--- config.mk ---
export PLATFORM = sky130hd
export DESIGN_NAME = signed_integer_to_any_base_text_top
export DESIGN_NICKNAME = d
export VERILOG_FILES = /design/src/rtl/core/sitxt_pkg.sv /design/src/rtl/core/signed_integer_to_any_base_text_top.sv
export VERILOG_INCLUDE_DIRS = /design/src /design/src/rtl/core
export SDC_FILE = /design/constraint.sdc
export NUM_CORES = 1
export LEC_CHECK = 0
export BUFFER_PORTS_ARGS = -buffer_cell sky130_fd_sc_hd__buf_2
export CAP_MARGIN = 0
export CORE_MARGIN = 3
export CORE_UTILIZATION = 50
export CTS_CLUSTER_DIAMETER = 30
export DETAILED_ROUTE_END_ITERATION = 6
export GPL_ROUTABILITY_DRIVEN = 0
export PLACE_DENSITY_LB_ADDON = 0.15
export SYNTH_ARGS = -nofsm -noshare
export SYNTH_HDL_FRONTEND = slang
export SYNTH_SLANG_ARGS = --single-unit
--- constraint.sdc ---
create_clock -name clock -period 18.5 [get_ports clock]
set_input_delay 0.925 -clock clock [delete_from_list [all_inputs] [get_ports clock]]
set_output_delay 0.925 -clock clock [all_outputs]
set_load 0.05 [all_outputs]
--- src/rtl/core/signed_integer_to_any_base_text_top_defines.svh ---
// ----------------------------------------------------------------------------
// Assertion macros for the signed integer to text block.
// Shared checks are written through these macros so every use looks the same.
// ----------------------------------------------------------------------------
`ifndef SIGNED_INTEGER_TO_ANY_BASE_TEXT_TOP_DEFINES_SVH
`define SIGNED_INTEGER_TO_ANY_BASE_TEXT_TOP_DEFINES_SVH

// Same-cycle implication, sampled on the block clock.
`define SITXT_ASSERT_SAME(label, rst, ante, cons) \
   label: assert property (@(posedge clock) disable iff (rst) (ante) |-> (cons)) \
      else $error("sitxt: same-cycle check failed");

// Next-cycle implication, sampled on the block clock.
`define SITXT_ASSERT_NEXT(label, rst, ante, cons) \
   label: assert property (@(posedge clock) disable iff (rst) (ante) |=> (cons)) \
      else $error("sitxt: next-cycle check failed");

`endif

--- src/rtl/core/sitxt_pkg.sv ---
// ----------------------------------------------------------------------------
// sitxt_pkg
// Constants, register codes and the shared divide step of the integer to
// text block.
// ----------------------------------------------------------------------------
package sitxt_pkg;

   localparam int SYM_COUNT   = 16;   // alphabet entries
   localparam int SYM_IDX_W   = 4;
   localparam int BYTE_W      = 8;
   localparam int BASE_W      = 5;    // base runs up to 16
   localparam int VALUE_W     = 32;
   localparam int DIGIT_SLOTS = 32;
   localparam int SLOT_W      = 5;
   localparam int CNT_W       = 6;    // digit count, 0 to 32
   localparam int STEP_W      = 2;    // byte position inside the value
   localparam int CSR_DATA_W  = 64;
   localparam int CSR_ADDR_W  = 4;

   localparam logic [BYTE_W-1:0] SIGN_MINUS = 8'h2D;
   localparam logic [BYTE_W-1:0] SIGN_PLUS  = 8'h2B;

   localparam logic [CSR_DATA_W-1:0] SYMBOLS_LOW_RESET  = 64'h3736_3534_3332_3130;
   localparam logic [CSR_DATA_W-1:0] SYMBOLS_HIGH_RESET = 64'h0000_0000_0000_3938;

   // Register index, taken from address bit 3.
   localparam logic REG_SYMBOLS_LOW  = 1'b0;
   localparam logic REG_SYMBOLS_HIGH = 1'b1;

   // One byte of long division by a base of 2 to 16: eight restoring steps
   // on a five-bit partial remainder. Returns {remainder, quotient byte}.
   function automatic logic [SYM_IDX_W+BYTE_W-1:0] div_byte(
      input logic [SYM_IDX_W-1:0] rem_i,
      input logic [BYTE_W-1:0]    num_i,
      input logic [BASE_W-1:0]    base_i
   );
      logic [BASE_W-1:0] r;
      logic [BYTE_W-1:0] q;
      r = {1'b0, rem_i};
      q = '0;
      for (int k = BYTE_W - 1; k >= 0; k--) begin
         r = {r[SYM_IDX_W-1:0], num_i[k]};
         if (r >= base_i) begin
            r    = r - base_i;
            q[k] = 1'b1;
         end
      end
      return {r[SYM_IDX_W-1:0], q};
   endfunction

endpackage

--- src/rtl/core/signed_integer_to_any_base_text_top.sv ---
// Flow: the request is accepted, the alphabet is checked entry by entry, the divider
// works through the magnitude one byte at a time for each digit, then one output word
// per cycle while the output is not stalled, sign first if negative. Zero and a bad
// alphabet skip the divider.
// One item is in work at a time; the next is taken once the last word is queued.
// Reset is synchronous: control clears, the alphabet returns to "0123456789".
// ----------------------------------------------------------------------------
// signed_integer_to_any_base_text_top
// Writes a signed 32-bit value as text in the base given by a configured
// alphabet, most significant symbol first, one byte per output word.
// ----------------------------------------------------------------------------
`include "signed_integer_to_any_base_text_top_defines.svh"

module signed_integer_to_any_base_text_top (
   input  logic                                   clock,
   input  logic                                   reset,
   // input channel
   input  logic                                   req_valid,
   output logic                                   req_stall,
   input  logic signed [sitxt_pkg::VALUE_W-1:0]   req_value,
   // result channel
   output logic                                   rsp_valid,
   input  logic                                   rsp_stall,
   output logic [sitxt_pkg::BYTE_W-1:0]           rsp_symbol,
   output logic                                   rsp_last,
   output logic                                   rsp_bad_alphabet,
   // configuration port
   input  logic                                   csr_psel,
   input  logic                                   csr_penable,
   input  logic                                   csr_pwrite,
   input  logic [sitxt_pkg::CSR_ADDR_W-1:0]       csr_paddr,
   input  logic [sitxt_pkg::CSR_DATA_W-1:0]       csr_pwdata,
   output logic [sitxt_pkg::CSR_DATA_W-1:0]       csr_prdata,
   output logic                                   csr_pready
);

   typedef enum logic [2:0] {
      ST_IDLE,
      ST_CHECK,
      ST_DIVIDE,
      ST_SIGN,
      ST_EMIT,
      ST_REJECT
   } state_type;

   state_type                            state_ff, state_in;
   logic [sitxt_pkg::CSR_DATA_W-1:0]     sym_low_ff, sym_low_in;
   logic [sitxt_pkg::CSR_DATA_W-1:0]     sym_high_ff, sym_high_in;
   logic                                 neg_ff, neg_in;
   logic [sitxt_pkg::VALUE_W-1:0]        mag_ff, mag_in;
   logic [sitxt_pkg::SYM_IDX_W-1:0]      chk_idx_ff, chk_idx_in;
   logic                                 bad_ff, bad_in;
   logic [sitxt_pkg::SYM_IDX_W-1:0]      rem_ff, rem_in;
   logic [sitxt_pkg::STEP_W-1:0]         bstep_ff, bstep_in;
   logic [sitxt_pkg::CNT_W-1:0]          nd_ff, nd_in;
   logic                                 rsp_valid_ff, rsp_valid_in;
   logic [sitxt_pkg::BYTE_W-1:0]         rsp_symbol_ff, rsp_symbol_in;
   logic                                 rsp_last_ff, rsp_last_in;
   logic                                 rsp_bad_ff, rsp_bad_in;

   logic [sitxt_pkg::SYM_IDX_W-1:0]      digits_ff [sitxt_pkg::DIGIT_SLOTS];
   logic                                 dig_we;
   logic [sitxt_pkg::SLOT_W-1:0]         dig_waddr;
   logic [sitxt_pkg::SYM_IDX_W-1:0]      dig_wdata;
   logic [sitxt_pkg::SLOT_W-1:0]         dig_raddr;
   logic [sitxt_pkg::SYM_IDX_W-1:0]      dig_rdata;

   logic [sitxt_pkg::BYTE_W-1:0]         alpha [sitxt_pkg::SYM_COUNT];
   logic [sitxt_pkg::BASE_W-1:0]         base;
   logic [sitxt_pkg::BYTE_W-1:0]         cur_sym;
   logic                                 dup_hit;
   logic                                 sym_bad;
   logic [sitxt_pkg::SYM_IDX_W+sitxt_pkg::BYTE_W-1:0] div_res;
   logic [sitxt_pkg::VALUE_W-1:0]        mag_next;
   logic                                 out_free;
   logic                                 csr_wr;

   // ------------------------------------------------------------------
   // Configuration port
   // ------------------------------------------------------------------
   assign csr_pready = 1'b1;
   assign csr_wr     = csr_psel && csr_penable && csr_pwrite && csr_pready;
   assign csr_prdata = (csr_paddr[3] == sitxt_pkg::REG_SYMBOLS_HIGH) ? sym_high_ff
                                                                     : sym_low_ff;

   always_comb begin
      sym_low_in  = sym_low_ff;
      sym_high_in = sym_high_ff;
      if (csr_wr) begin
         unique case (csr_paddr[3])
            sitxt_pkg::REG_SYMBOLS_LOW:  sym_low_in  = csr_pwdata;
            sitxt_pkg::REG_SYMBOLS_HIGH: sym_high_in = csr_pwdata;
            default: ;
         endcase
      end
   end

   // ------------------------------------------------------------------
   // Alphabet view: length is the index of the first zero byte.
   // ------------------------------------------------------------------
   always_comb begin
      for (int i = 0; i < sitxt_pkg::SYM_COUNT / 2; i++) begin
         alpha[i]                            = sym_low_ff[i*8 +: 8];
         alpha[i + sitxt_pkg::SYM_COUNT / 2] = sym_high_ff[i*8 +: 8];
      end
   end

   always_comb begin
      base = sitxt_pkg::BASE_W'(sitxt_pkg::SYM_COUNT);
      for (int i = sitxt_pkg::SYM_COUNT - 1; i >= 0; i--) begin
         if (alpha[i] == '0) begin
            base = sitxt_pkg::BASE_W'(i);
         end
      end
   end

   // Shared compare unit: one alphabet entry against all later ones per cycle.
   assign cur_sym = alpha[chk_idx_ff];

   always_comb begin
      dup_hit = 1'b0;
      for (int j = 0; j < sitxt_pkg::SYM_COUNT; j++) begin
         if ((sitxt_pkg::BASE_W'(j) > {1'b0, chk_idx_ff}) &&
             (sitxt_pkg::BASE_W'(j) < base) && (alpha[j] == cur_sym)) begin
            dup_hit = 1'b1;
         end
      end
   end

   assign sym_bad = ({1'b0, chk_idx_ff} < base) &&
                    ((cur_sym == sitxt_pkg::SIGN_PLUS) ||
                     (cur_sym == sitxt_pkg::SIGN_MINUS) || dup_hit);

   // ------------------------------------------------------------------
   // Shared divider: one byte of the magnitude per cycle, high byte first.
   // ------------------------------------------------------------------
   assign div_res = sitxt_pkg::div_byte(rem_ff, mag_ff[bstep_ff*8 +: 8], base);

   always_comb begin
      mag_next                 = mag_ff;
      mag_next[bstep_ff*8 +: 8] = div_res[sitxt_pkg::BYTE_W-1:0];
   end

   // Digit store, written least significant first and read back in reverse.
   assign dig_raddr = sitxt_pkg::SLOT_W'(nd_ff - 1'b1);
   assign dig_rdata = digits_ff[dig_raddr];

   always_ff @(posedge clock) begin
      if (dig_we) begin
         digits_ff[dig_waddr] <= dig_wdata;
      end
   end

   // ------------------------------------------------------------------
   // Sequencer
   // ------------------------------------------------------------------
   assign out_free  = !rsp_valid_ff || !rsp_stall;
   assign req_stall = (state_ff != ST_IDLE);

   always_comb begin
      state_in      = state_ff;
      neg_in        = neg_ff;
      mag_in        = mag_ff;
      chk_idx_in    = chk_idx_ff;
      bad_in        = bad_ff;
      rem_in        = rem_ff;
      bstep_in      = bstep_ff;
      nd_in         = nd_ff;
      rsp_valid_in  = rsp_valid_ff && rsp_stall;
      rsp_symbol_in = rsp_symbol_ff;
      rsp_last_in   = rsp_last_ff;
      rsp_bad_in    = rsp_bad_ff;
      dig_we        = 1'b0;
      dig_waddr     = nd_ff[sitxt_pkg::SLOT_W-1:0];
      dig_wdata     = rem_ff;

      unique case (state_ff)
         ST_IDLE: begin
            if (req_valid) begin
               neg_in     = req_value[sitxt_pkg::VALUE_W-1];
               // The most negative value negates to itself, which is 2^31 unsigned.
               mag_in     = req_value[sitxt_pkg::VALUE_W-1] ? (~req_value + 1'b1)
                                                            : req_value;
               chk_idx_in = '0;
               bad_in     = (base < sitxt_pkg::BASE_W'(2));
               state_in   = ST_CHECK;
            end
         end
         ST_CHECK: begin
            bad_in = bad_ff || sym_bad;
            if (chk_idx_ff == sitxt_pkg::SYM_IDX_W'(sitxt_pkg::SYM_COUNT - 1)) begin
               nd_in = '0;
               if (bad_in) begin
                  state_in = ST_REJECT;
               end else if (mag_ff == '0) begin
                  // Zero is written as alphabet entry 0.
                  dig_we    = 1'b1;
                  dig_waddr = '0;
                  dig_wdata = '0;
                  nd_in     = sitxt_pkg::CNT_W'(1);
                  state_in  = neg_ff ? ST_SIGN : ST_EMIT;
               end else begin
                  rem_in   = '0;
                  bstep_in = '1;
                  state_in = ST_DIVIDE;
               end
            end else begin
               chk_idx_in = chk_idx_ff + 1'b1;
            end
         end
         ST_DIVIDE: begin
            mag_in = mag_next;
            if (bstep_ff == '0) begin
               dig_we    = 1'b1;
               dig_wdata = div_res[sitxt_pkg::SYM_IDX_W+sitxt_pkg::BYTE_W-1:sitxt_pkg::BYTE_W];
               nd_in     = nd_ff + 1'b1;
               rem_in    = '0;
               bstep_in  = '1;
               if (mag_next == '0) begin
                  state_in = neg_ff ? ST_SIGN : ST_EMIT;
               end
            end else begin
               rem_in   = div_res[sitxt_pkg::SYM_IDX_W+sitxt_pkg::BYTE_W-1:sitxt_pkg::BYTE_W];
               bstep_in = bstep_ff - 1'b1;
            end
         end
         ST_SIGN: begin
            if (out_free) begin
               rsp_valid_in  = 1'b1;
               rsp_symbol_in = sitxt_pkg::SIGN_MINUS;
               rsp_last_in   = 1'b0;
               rsp_bad_in    = 1'b0;
               state_in      = ST_EMIT;
            end
         end
         ST_EMIT: begin
            if (out_free) begin
               rsp_valid_in  = 1'b1;
               rsp_symbol_in = alpha[dig_rdata];
               rsp_last_in   = (nd_ff == sitxt_pkg::CNT_W'(1));
               rsp_bad_in    = 1'b0;
               nd_in         = nd_ff - 1'b1;
               if (nd_ff == sitxt_pkg::CNT_W'(1)) begin
                  state_in = ST_IDLE;
               end
            end
         end
         ST_REJECT: begin
            if (out_free) begin
               rsp_valid_in  = 1'b1;
               rsp_symbol_in = '0;
               rsp_last_in   = 1'b1;
               rsp_bad_in    = 1'b1;
               state_in      = ST_IDLE;
            end
         end
         default: state_in = ST_IDLE;
      endcase
   end

   always_ff @(posedge clock) begin
      if (reset) begin
         state_ff     <= ST_IDLE;
         sym_low_ff   <= sitxt_pkg::SYMBOLS_LOW_RESET;
         sym_high_ff  <= sitxt_pkg::SYMBOLS_HIGH_RESET;
         rsp_valid_ff <= 1'b0;
         nd_ff        <= '0;
      end else begin
         state_ff     <= state_in;
         sym_low_ff   <= sym_low_in;
         sym_high_ff  <= sym_high_in;
         rsp_valid_ff <= rsp_valid_in;
         nd_ff        <= nd_in;
      end
      neg_ff        <= neg_in;
      mag_ff        <= mag_in;
      chk_idx_ff    <= chk_idx_in;
      bad_ff        <= bad_in;
      rem_ff        <= rem_in;
      bstep_ff      <= bstep_in;
      rsp_symbol_ff <= rsp_symbol_in;
      rsp_last_ff   <= rsp_last_in;
      rsp_bad_ff    <= rsp_bad_in;
   end

   assign rsp_valid        = rsp_valid_ff;
   assign rsp_symbol       = rsp_symbol_ff;
   assign rsp_last         = rsp_last_ff;
   assign rsp_bad_alphabet = rsp_bad_ff;

   // ------------------------------------------------------------------
   // Assertions
   // ------------------------------------------------------------------
   `SITXT_ASSERT_SAME(a_bad_word_form, reset, rsp_valid && rsp_bad_alphabet, rsp_last && (rsp_symbol == '0))
   `SITXT_ASSERT_SAME(a_digit_count, reset, 1'b1, nd_ff <= sitxt_pkg::CNT_W'(sitxt_pkg::DIGIT_SLOTS))
   `SITXT_ASSERT_SAME(a_rem_below_base, reset, state_ff == ST_DIVIDE, {1'b0, rem_ff} < base)
   `SITXT_ASSERT_NEXT(a_reject_word, reset, (state_ff == ST_REJECT) && out_free, rsp_valid && rsp_bad_alphabet)

endmodule
==> impl_metrics.sql <==
INSERT INTO impl_metrics (metric_group, metric, value, unit) VALUES
('run_status', 'run_status', 'complete, no violations', ''),
('final_layout', 'final_layout_size_suffix_gt1_frac', '0.215', ''),
('drt', 'drt.antenna.violating_nets', '0', ''),
('grt', 'globalRouteOverflowTotal', '0', ''),
('die', 'coreArea', '43300', 'um2'),
('grt', 'grtUsageTotal', '0.319', ''),
('synthesis', 'synth_async_sr_flop_share', '0', ''),
('timing', 'totalNegativeSetupSlack', '0', 'ns'),
('clock_tree', 'post_cts_hold_buffer_count', '0', ''),
('timing', 'achievable-frequency', '59.6', 'MHz'),
('synthesis', 'ys_ff_latch', '320', ''),
('final_layout', 'area_delta_synth_final', '16.8', '%'),
('die', 'initial_utilization', '0.508', ''),
('placed_design', 'place.port_buffers', '179', ''),
('timing', 'slew_headroom', '0.193', ''),
('grt', 'vias_in_the_first_global_route', '19000', ''),
('die', 'rows', '76', ''),
('synthesis', 'post_synth.cell_area_avg', '9.52', 'um2'),
('setup_path', 'worst-endpoint-required', '18.74', 'ns'),
('drt', 'dr.pass1.iters', '7', ''),
('timing', 'finClkSkew', '0.0344', 'ns'),
('setup_path', 'crit_path_frequent_cell', 'a21o_1', ''),
('synthesis', 'ys.warnings.count', '0', ''),
('clock_tree', 'clkSlewWorstSetupHoldPaths', '0.04', 'ns'),
('synthesis', 'ys.flop_type', 'edfxtp_1', ''),
('clock_tree', 'cts_tree', 'done', ''),
('timing', 'setup_viol', '0', ''),
('clock_tree', 'post_cts.resized_instances', '0', ''),
('timing', 'drv_slew', '0', ''),
('synthesis', 'synthDominantCellAreaShare', '0.249', ''),
('synthesis', 'post_synth_num_cell_types', '86', ''),
('min_path', 'min_path_cells', '2', ''),
('drt', 'detail_route.wirelength', '75.9', 'mm'),
('synthesis', 'synth_enable_flop_cells', '182', ''),
('final_layout', 'design.final.nets', '2591', ''),
('setup_path', 'reg_to_reg_endpoint', 'digits_ff[19][0]', ''),
('timing', 'timing.final.hold_violations', '0', ''),
('die', 'die_w', '216', 'um'),
('clock_tree', 'cts.root.buffer_cell', 'clkbuf_16', ''),
('die', 'io-pin-count', '184', ''),
('grt', 'antenna_violations_before_repair', '4', ''),
('timing', 'worst_hold_slack', '0.508', 'ns'),
('drt', 'drcViolationCount', '0', ''),
('drt', 'routedWlPerCell', '24.8', 'um'),
('grt', 'largest_net_degree_at_the_start_of_global_routing', '74', ''),
('setup_path', 'start_kind', 'flop', ''),
('setup_path', 'reg2reg_depth', '64', ''),
('placed_design', 'dpl.hpwl', '53.2', 'mm'),
('setup_path', 'r2r_start', 'sym_high_ff[49]', ''),
('clock_tree', 'cts_made_buffers', '73', ''),
('synthesis', 'synth_area_leader_cell', 'edfxtp_1', ''),
('drt', 'drt-vias-per-instance', '6.35', ''),
('synthesis', 'syn-cell-area', '22000', 'um2'),
('synthesis', 'netlist_instances', '2306', ''),
('min_path', 'worstHoldStart', 'sym_low_ff[19]', ''),
('die', 'die_h', '216', 'um'),
('drt', 'detailedRoute.firstIterationViolations', '2292', ''),
('setup_path', 'critPathMaxFanout', '32', ''),
('synthesis', 'ys_seq_area_frac', '0.375', ''),
('drt', 'dr_total_vias', '19500', ''),
('min_path', 'worst_hold_path_type', 'flop to flop', ''),
('clock_tree', 'clkSinkCount', '320', ''),
('timing', 'grt_setup_unrepaired', 'false', ''),
('timing', 'final_period_minus_worst_setup_slack', '16.77', 'ns'),
('synthesis', 'syn-num-nets', '2476', ''),
('clock_tree', 'clock_latency', '0.61', 'ns'),
('die', 'design.die.area', '46500', 'um2'),
('setup_path', 'worstSetupPathType', 'flop to flop', ''),
('timing', 'worst_slew_pin_slew', '1.20', 'ns'),
('setup_path', 'cpPeakStageDelay', '0.88', 'ns'),
('placed_design', 'post-place-ws', '1.68', 'ns'),
('setup_path', 'critical_path_arrival', '17.00', 'ns'),
('clock_tree', 'cts_buffer_depth', '3', ''),
('run', 'max_cap_violations', '0', ''),
('timing', 'final.setup.worst_slack', '1.73', 'ns'),
('synthesis', 'synth.area.top_cells', 'edfxtp_1 (25%), dfxtp_1 (13%), mux4_2 (6.5%), nand2_1 (6.5%), mux2_2 (4.9%)', ''),
('setup_path', 'worstSetupEndpointType', 'flop', ''),
('grt', 'wire_length_of_the_first_global_routing_pass', '114', 'mm'),
('min_path', 'worst_hold_path.endpoint', 'sym_low_ff[19]', ''),
('clock_tree', 'cts_setup_buffers', '0', ''),
('clock_tree', 'htreeDepth', '3', ''),
('setup_path', 'rrSetupSlack', '1.73', 'ns'),
('timing', 'fin_crit_sh', '0.906', ''),
('setup_path', 'critical-path-slowest-cell', 'a31o_1', '');
-- metal layers --
metal  vias up  share of wire  global-route usage
met5         -        0.00016                   0
met4         2          0.065               0.182
met3       327          0.087              0.0724
met2      1044           0.47               0.526
met1      9379           0.37               0.388
li1       8735              -                   -
-- stage by stage --
step	area [um2]	cells	util
final	25600	3067	0.593
after global routing	25600	3066	0.593
after CTS	25600	3065	0.593
after detailed placement	23100	2931	0.534
after global placement	23100	2931	0.534
after floorplan	22000	2306	-
-- cells in the final DEF, fill, tap and decap left out, drive strengths merged, types with 7 or more instances in the layout --
master	count
mux2i	86
a21o	42
nor2b	31
o31ai	15
o211ai	22
fa	8
dfxtp	138
mux4	64
nand2	381
nor4	53
clkbuf	87
a221oi	25
a31oi	8
a21oi	184
or4	9
nor3	39
o22ai	9
or3	13
and2	11
bufinv	7
a211oi	40
ha	55
mux2	96
clkinvlp	10
nand2b	14
and3	10
a22o	8
nand4	16
a22oi	13
xnor2	86
inv	50
clkinv	30
o21ai	85
nor2	99
edfxtp	182
nand3	32
buf	213
xor2	96
nand3b	35
-- flip-flops by register name, indices dropped and copies added, names as in the netlist, 2 cells and up --
signal,count
mag_ff,32
rsp_symbol,8
state_ff,3
sym_low_ff,64
digits_ff,128
bstep_ff,2
rem_ff,4
chk_idx_ff,4
sym_high_ff,64
nd_ff,6
-- logic make-up (layout without fill, tap and decap cells) --
kind of cell | count (synthesis) | after routing | share of synthesized area
other | 1 | 3 | 0.000171
multiplexers | 246 | 246 | 0.155
AND/OR/NAND/NOR | 763 | 763 | 0.165
AO/OA/AOI/OAI | 508 | 508 | 0.149
flip-flops | 320 | 320 | 0.375
buffers and inverters | 223 | 397 | 0.0445
adder cells (fa/ha/maj) | 63 | 63 | 0.0386
XOR/XNOR | 182 | 182 | 0.0726
-- area by class of cell --
class / instances / area (um2)
well taps: 585 / 732
multi-input cells: 1763 / 12800
diodes: 2 / 5.00
repair buffers: 213 / 1150
fillers: 3687 / 17600
inverters: 50 / 190
clock inverters: 47 / 551
clock buffers: 87 / 1980
flip-flops and latches: 320 / 8230
-- worst max path at each step --
stage                               start               end  slack, ns
final                     sym_high_ff[49]  digits_ff[19][0]       1.73
after global routing      sym_high_ff[49]  digits_ff[27][2]       0.33
after CTS                 sym_high_ff[49]  digits_ff[18][1]       1.67
after detailed placement  sym_high_ff[49]  digits_ff[22][1]       1.68
after global placement    sym_high_ff[49]  digits_ff[28][1]       2.02
after floorplan           sym_high_ff[62]       state_ff[2]       4.26
-- critical path: cells and delay by family (launching register included) --
kind / cells / cell delay (ns)
adders and majority gates: 8 / 2.39
muxes: 3 / 1.23
DFF: 1 / 0.46
AOI/OAI and AO/OA: 42 / 10.56
and+or+nand+nor: 5 / 1.12
buffers and inverters: 6 / 0.58
-- cell usage after synthesis, types with 15 or more instances --
master,count
a21oi_1,183
clkbuf_1,127
buf_2,15
nor2_1,94
edfxtp_1,182
a221oi_1,25
nor2b_1,30
nand3_1,31
xnor2_1,86
xor2_1,96
nand2_1,378
nor3_1,38
nand3b_1,35
mux2i_1,84
dfxtp_1,138
a211oi_1,39
a21o_1,42
mux2_2,95
nand4_1,16
nor4_1,53
mux4_2,63
o21ai_0,83
buf_1,15
ha_1,55
o211ai_1,22
inv_1,43
o31ai_1,15
Power is left out: the tool's default activity adds up to more than one toggle a clock period on the data nets, which glitch-free logic cannot reach.
